==> config.mk <==
export PLATFORM = sky130hd
export DESIGN_NAME = lpc_cell
export DESIGN_NICKNAME = d
export VERILOG_FILES = /design/src/rtl/core/lpc_pkg.sv /design/src/rtl/core/lpc_cell.sv
export SDC_FILE = /design/constraint.sdc
export NUM_CORES = 1
export LEC_CHECK = 0
export BUFFER_PORTS_ARGS = -buffer_cell sky130_fd_sc_hd__buf_2
export CAP_MARGIN = 20
export CORE_AREA = 2 2 87 89
export DETAILED_ROUTE_END_ITERATION = 10
export DIE_AREA = 0 0 89 91
export PLACE_DENSITY = 0.85
export SLEW_MARGIN = 5
export SYNTH_ARGS = -nofsm -noshare
export SYNTH_HDL_FRONTEND = slang
export SYNTH_SLANG_ARGS = --single-unit
==> constraint.sdc <==
create_clock -name clock -period 4.65 [get_ports clock]
set_input_delay 0 -clock clock [delete_from_list [all_inputs] [get_ports clock]]
set_output_delay 0 -clock clock [all_outputs]
set_load 0.005 [all_outputs]
==> src/rtl/core/lpc_pkg.sv <==
// lpc_pkg: shared constants and types for the LRU page cache lookup.
// Used by lpc_cell and lru_page_cache_lookup; depends on nothing else.
package lpc_pkg;

   localparam int SLOTS       = 64;
   localparam int SLOT_W      = $clog2(SLOTS);
   localparam int CNT_W       = $clog2(SLOTS + 1);
   localparam int FILE_W      = 16;
   localparam int PAGE_W      = 52;
   localparam int CAP_W       = 7;
   localparam int OUT_SLOT_W  = 6;
   localparam int REQ_TDATA_W = 72;
   localparam int REQ_PAD_W   = REQ_TDATA_W - FILE_W - PAGE_W;
   localparam int RSP_TDATA_W = 80;
   localparam int RSP_PAD_W   = RSP_TDATA_W - OUT_SLOT_W - FILE_W - PAGE_W;
   localparam int RSP_TUSER_W = 2;

   typedef struct packed {
      logic [FILE_W-1:0] file;
      logic [PAGE_W-1:0] page;
   } lpc_key_type;

   typedef struct packed {
      logic              valid;
      logic [SLOT_W-1:0] slot;
      lpc_key_type       key;
   } lpc_entry_type;

endpackage

==> src/rtl/core/lpc_cell.sv <==
// lpc_cell: one recency position of the LRU chain; holds a page tag and its frame slot.
// Depends on lpc_pkg. Takes its upstream neighbor's entry when shifted.
module lpc_cell
   import lpc_pkg::*;
(
   input  logic          clock,
   input  logic          reset,
   input  logic          shift,
   input  lpc_entry_type up_entry,
   input  lpc_key_type   req_key,
   output lpc_entry_type entry,
   output logic          match
);

   logic              valid_ff, valid_in;
   logic [SLOT_W-1:0] slot_ff;
   lpc_key_type       key_ff;
   logic              match_ff, match_in;

   assign valid_in = shift ? up_entry.valid : valid_ff;
   assign match_in = valid_ff && (key_ff == req_key);

   always_ff @(posedge clock) begin
      if (reset) begin
         valid_ff <= 1'b0;
         match_ff <= 1'b0;
      end else begin
         valid_ff <= valid_in;
         match_ff <= match_in;
      end
   end

   always_ff @(posedge clock) begin
      if (shift) begin
         slot_ff <= up_entry.slot;
         key_ff  <= up_entry.key;
      end
   end

   assign entry.valid = valid_ff;
   assign entry.slot  = slot_ff;
   assign entry.key   = key_ff;
   assign match       = match_ff;

endmodule

==> flow_summary.ini, run 1 <==
[finish]
final_nets = 639
fill_cells = 475
antenna_cells = 0
drive_gt1_share_pct = 48.2
multi_input_area_um2 = 769
fin_cells = 595
final_util_pct = 74.1
register_area_um2 = 2260
syn_to_final_growth_pct = 70.6
stdcell_area_um2 = 5290

[setup_path]
cp.required_ns = 4.90
cp.arrival_ns = 2.05
endpoint_kind = register
setup.worst_path.start_class = register
critical_path_class = register to register
r2r_slack_ns = 2.84
crit_fanout = 2

[place]
routabilityCongestion = 0.769
portBuffers = 221
placed_cells = 505
post-dp-hpwl_um = 6700
place_ws_ns = 2.90
placed_area_um2 = 4320

[synthesis]
netlist_instances = 186
ys_seq_area_share_pct = 73.0
synth_top_area_share_pct = 71.7
ys_warn_count = 0
async_flop_share_pct = 0
yosysTopAreaCell = edfxtp_1
syn-mean-instance-area_um2 = 16.7
yosys-top-cells-area = edfxtp_1 (72%), xnor2_1 (12%), xor2_1 (3.4%)
synth.ff_latch_count = 76
syn-cell-area_um2 = 3100
ys_types = 24
synthesis.nets = 332
synth_edf_count = 74
synth_ff_type = edfxtp_1

[grt]
grt_pass1_vias = 3113
grt_pass1_wl_um = 14600
overflow = 0
antenna_found_initial = 0
grt_max_degree = 76
grt.total_usage_pct = 24.5

[clocking]
cts_tree = done
cts-hold-fix-buffers = 76
cts_sinks = 76
cts_buffers = 9
clk_path_buf_depth = 2
insertion_delay_ns = 0.34
cts_max_level = 3
clock_tree.root_cell = clkbuf_8
path_clk_slew_ns = 0.07
postCtsSetupBuffers = 0
postCtsResizedCells = 0

[power]
p_switching_uw = 373
seqPwrFrac_pct = 51.6
ir_drop_v = 0.000279
p_int_mw = 1.27
p_comb_share_pct = 16.5
power.density_nw_per_um2 = 311
power_mw = 1.64
power_leakage_nw = 2.28
clkPwrFrac_pct = 31.8
p_sw_share_pct = 22.7

[routing]
drt-pass1-iter-count = 4
drt_iter0_markers = 121
met3_length_um = 1010
num_vias = 2799
highest_layer = met4
drc = 0
drtAntennaViolNets = 0
wl_met1_um = 3380
wire_per_inst_um = 16.8
routed_wl_um = 10000
vias_per_cell = 4.70
routed-wl-met2_um = 5380

[timing]
relSlewSlack_pct = 36.9
hold_viol_final = 0
drv_slew = 0
tightestPinTransition_ns = 0.947
holdWs_ns = 0.0810
rsz0062_at_grt = false
skew_ns = 0.00855
maxClockFrequency_mhz = 553
fin_ws_ns = 2.84
min_period_ns = 1.81
setup_viol = 0
fin_crit_sh_pct = 38.9
tns_ns = 0

[floorplan]
start_util_pct = 43.4
die_h_um = 91
ioPinCount = 222
die-area_um2 = 8100
rows = 31
core_region_area_um2 = 7140
die_w_um = 89

[run]
drv_cap = 0

[status]
status = complete, no violations

[min_path]
hold_path_class = input pin to register
critical path: stages (launching register included):
cell and delay (ns):
edfxtp_1 0.41, xor2_1 0.18, a2111oi_2 0.31, nand3_1 0.13
or4_1 0.56, nor4_2 0.14
power by group through the flow:
stage               logic (mW)  registers (mW)  clock network (mW)
floorplan               0.0681           0.865                   0
global placement         0.215           0.857                   0
detailed placement       0.218           0.861                   0
CTS                      0.269           0.846               0.533
global route             0.294           0.854               0.565
finish                   0.272           0.848               0.522
worst paths after layout:
check                            startpoint  endpoint  cells past startpoint
worst min register to register    entry[27]     match                      3
worst max register to register    entry[26]     match                      5
worst max-delay path              entry[26]     match                      5
worst min-delay path            req_key[27]     match                      4
routing by layer:
layer / vias to the layer above / global-route usage [%]
li1: 1308 / -
met1: 1293 / 24.1
met2: 176 / 45.8
met3: 22 / 7.55
met4: 0 / 10.1
met5: - / 0
cell families (layout without fill, tap and decap cells):
kind of cell           after synthesis  count (layout)  synth area share (%)
AND/OR/NAND/NOR                     23              23                  5.13
XOR/XNOR                            53              53                  15.0
flip-flops                          76              76                  73.0
multiplexers                         1               1                 0.323
AO/OA/AOI/OAI                       16              16                  4.40
buffers and inverters               17             327                  2.18
layout make-up:
| type | count | area share [%] |
|---|---|---|
| multi-input cells | 93 | 14.6 |
| well taps | 99 | 2.34 |
| flip-flops and latches | 76 | 42.8 |
| inverters | 16 | 1.14 |
| clock inverters | 5 | 1.49 |
| repair buffers | 297 | 35.4 |
| clock buffers | 9 | 2.34 |
cell usage after synthesis, types with 3 or more instances:
library cell / number
edfxtp_1: 74
xnor2_1: 41
inv_1: 12
xor2_1: 12
nand4_1: 8
nor4_1: 5
o2bb2ai_1: 5
nand3_1: 4
o22ai_1: 3
state kept, by name, summed over array words and instances, names as in the netlist:
| signal | flops |
|---|---|
| slot_ff | 6 |
| valid_ff | 1 |
| entry | 68 |
| match | 1 |
cell usage in the layout, fill, tap and decap left out:
cell / instances
buf_2: 220
dlygate4sd3_1: 76
edfxtp_1: 74
xnor2_1: 41
inv_1: 12
xor2_1: 12
clkbuf_8: 9
nand4_1: 8
nor4_1: 5
o2bb2ai_1: 5
nand3_1: 4
o22ai_1: 3
clkinv_1: 3
nor2_1: 2
o221ai_1: 2
a221oi_1: 2
inv_2: 2
a22oi_1: 2
clkinvlp_4: 2
bufinv_16: 2
dfxtp_1: 2
mux2i_1: 1
a2111oi_0: 1
nand4b_1: 1
a2111oi_2: 1
nand4_4: 1
or4_1: 1
nor4_2: 1
buf_4: 1
No activity file was read; power rests on OpenSTA's default activity.
==> run 2: changes to the inputs <==
--- a/config.mk
+++ b/config.mk
@@ -7,10 +7,10 @@
 export LEC_CHECK = 0
 export BUFFER_PORTS_ARGS = -buffer_cell sky130_fd_sc_hd__buf_2
 export CAP_MARGIN = 20
-export CORE_AREA = 2 2 87 89
+export CORE_AREA = 2 2 95 97
 export DETAILED_ROUTE_END_ITERATION = 10
-export DIE_AREA = 0 0 89 91
-export PLACE_DENSITY = 0.85
+export DIE_AREA = 0 0 97 99
+export PLACE_DENSITY = 0.75
 export SLEW_MARGIN = 5
 export SYNTH_ARGS = -nofsm -noshare
 export SYNTH_HDL_FRONTEND = slang
==> constraint.sdc (replaced) <==
create_clock -name clock -period 1.6 [get_ports clock]
set_input_delay 0 -clock clock [delete_from_list [all_inputs] [get_ports clock]]
set_output_delay 0 -clock clock [all_outputs]
set_load 0.005 [all_outputs]
==> flow_summary.ini, run 2 (synthesized netlist as in run 1, its figures left out) <==
[status]
status = finished with violations
violations = negative setup slack

[routing]
drtAntennaViolNets = 0
drt_iter0_markers = 69
num_vias = 2786
routed_wl_um = 9820
drt-pass1-iter-count = 4
routed-wl-met2_um = 5220
vias_per_cell = 4.57
wl_met1_um = 3440
wire_per_inst_um = 16.1
met3_length_um = 855
drc = 0
highest_layer = met4

[timing]
tns_ns = -0.0684
maxClockFrequency_mhz = 599
relSlewSlack_pct = 70.6
fin_crit_sh_pct = 104
rsz0062_at_grt = true
drv_slew = 0
setup_viol = 1
tightestPinTransition_ns = 0.441
holdWs_ns = 0.0511
skew_ns = 0.0150
fin_ws_ns = -0.0684
hold_viol_final = 0
min_period_ns = 1.67

[power]
p_comb_share_pct = 17.2
p_sw_share_pct = 23.8
p_int_mw = 3.56
clkPwrFrac_pct = 30.2
power.density_nw_per_um2 = 874
ir_drop_v = 0.000637
p_switching_mw = 1.11
seqPwrFrac_pct = 52.5
power_leakage_nw = 2.30

[grt]
grt.total_usage_pct = 20.1
overflow = 0
grt_pass1_wl_um = 14900
grt_max_degree = 37
grt_pass1_vias = 3089
antenna_found_initial = 0

[floorplan]
core_region_area_um2 = 8550
die-area_um2 = 9600
start_util_pct = 36.2
ioPinCount = 222
die_h_um = 99
die_w_um = 97
rows = 34

[setup_path]
setup.worst_path.start_class = register
critical_path_class = register to register
reg2regPathDepth = 5
crit_path_end = match
timing.rr.end = match
rr_startpoint = entry[26]
cp.required_ns = 1.85
r2r_slack_ns = -0.07
endpoint_kind = register
crit_fanout = 2
cp.arrival_ns = 1.91
cp-startpoint = entry[26]

[finish]
multi_input_area_um2 = 786
layout_common_cells = buf_2 (220), dlygate4sd3_1 (76), edfxtp_1 (74)
antenna_cells = 0
register_area_um2 = 2260
stdcell_area_um2 = 5350
final_common_cell = buf_2
drive_gt1_share_pct = 49.2
syn_to_final_growth_pct = 72.5
largest_register_ffs = 68
fill_cells = 668
final_nets = 643

[clocking]
clock_tree.root_cell = clkbuf_8
cts_max_level = 3
insertion_delay_ns = 0.34
cts_sinks = 76
clk_path_buf_depth = 2
cts_tree = done
path_clk_slew_ns = 0.07
cts_buffers = 9

[place]
placed_area_um2 = 4370
routabilityCongestion = 0.824
portBuffers = 221
post-dp-hpwl_um = 6990

[run]
drv_cap = 0

[min_path]
hold_path_class = input pin to register
hold_start = req_key[44]
## run 2: changes by cell type in the layout (fill, tap and decap cells not counted)
cell        change
bufinv_16       -1
clkbuf_1        +1
clkinv_4        +1
nor4_1          -2
buf_4           +3
nor4_2          +2
or4_4           +1
buf_12          +1
or4_1           -1
clkinvlp_4      +1
## run 2: cell type report
type,count,area share [%]
sequential,76,42.3
timing repair buffer,301,35.8
multi-input combinational,93,14.7
tap,108,2.53
clock buffer,10,2.39
clock inverter,6,1.22
inverter,16,1.12
## run 2: layer usage
layer | vias to the layer above | global-route usage (%)
li1 | 1320 | -
met1 | 1272 | 20.7
met2 | 164 | 36.8
met3 | 30 | 6.95
met4 | 0 | 9.32
met5 | - | 0
## run 2: worst min-delay path by stage
stage,cells past startpoint,to
finish,4,match
global route,4,match
CTS,4,match
detailed placement,1,slot_ff[1]
global placement,1,entry[43]
floorplan,1,valid_ff
## run 2: what timing repair did
action	4_1_cts	5_1_grt
endpoints found under the hold margin	75	0
resized for setup	2	1
setup buffers	0	1
setup endpoints to repair	1	1
hold buffers	76	0
pin swaps	5	1
## run 2: power groups by stage
stage                     Combinational [mW]  Clock, mW  Sequential, mW
after CTS                              0.802       1.46            2.45
after detailed placement               0.652          0            2.50
after floorplan                        0.198          0            2.51
final                                  0.805       1.41            2.45
after global routing                   0.881       1.53            2.47
after global placement                 0.644          0            2.49
## run 2: critical path: stages (launching register included)
cell	delay [ns]
edfxtp_1	0.39
xor2_1	0.17
a2111oi_2	0.22
nand3_1	0.13
or4_4	0.55
nor4_2	0.13
## run 2: through the flow
step | setup WS (ns) | util, % | cells | total power, mW
finish | -0.0684 | 62.5 | 610 | 4.67
global route | -0.109 | 62.5 | 610 | 4.88
CTS | -0.0961 | 62.4 | 609 | 4.71
detailed placement | -0.122 | 51.1 | 517 | 3.15
global placement | -0.119 | 51.1 | 517 | 3.13
floorplan | 0.0415 | - | 186 | 2.71
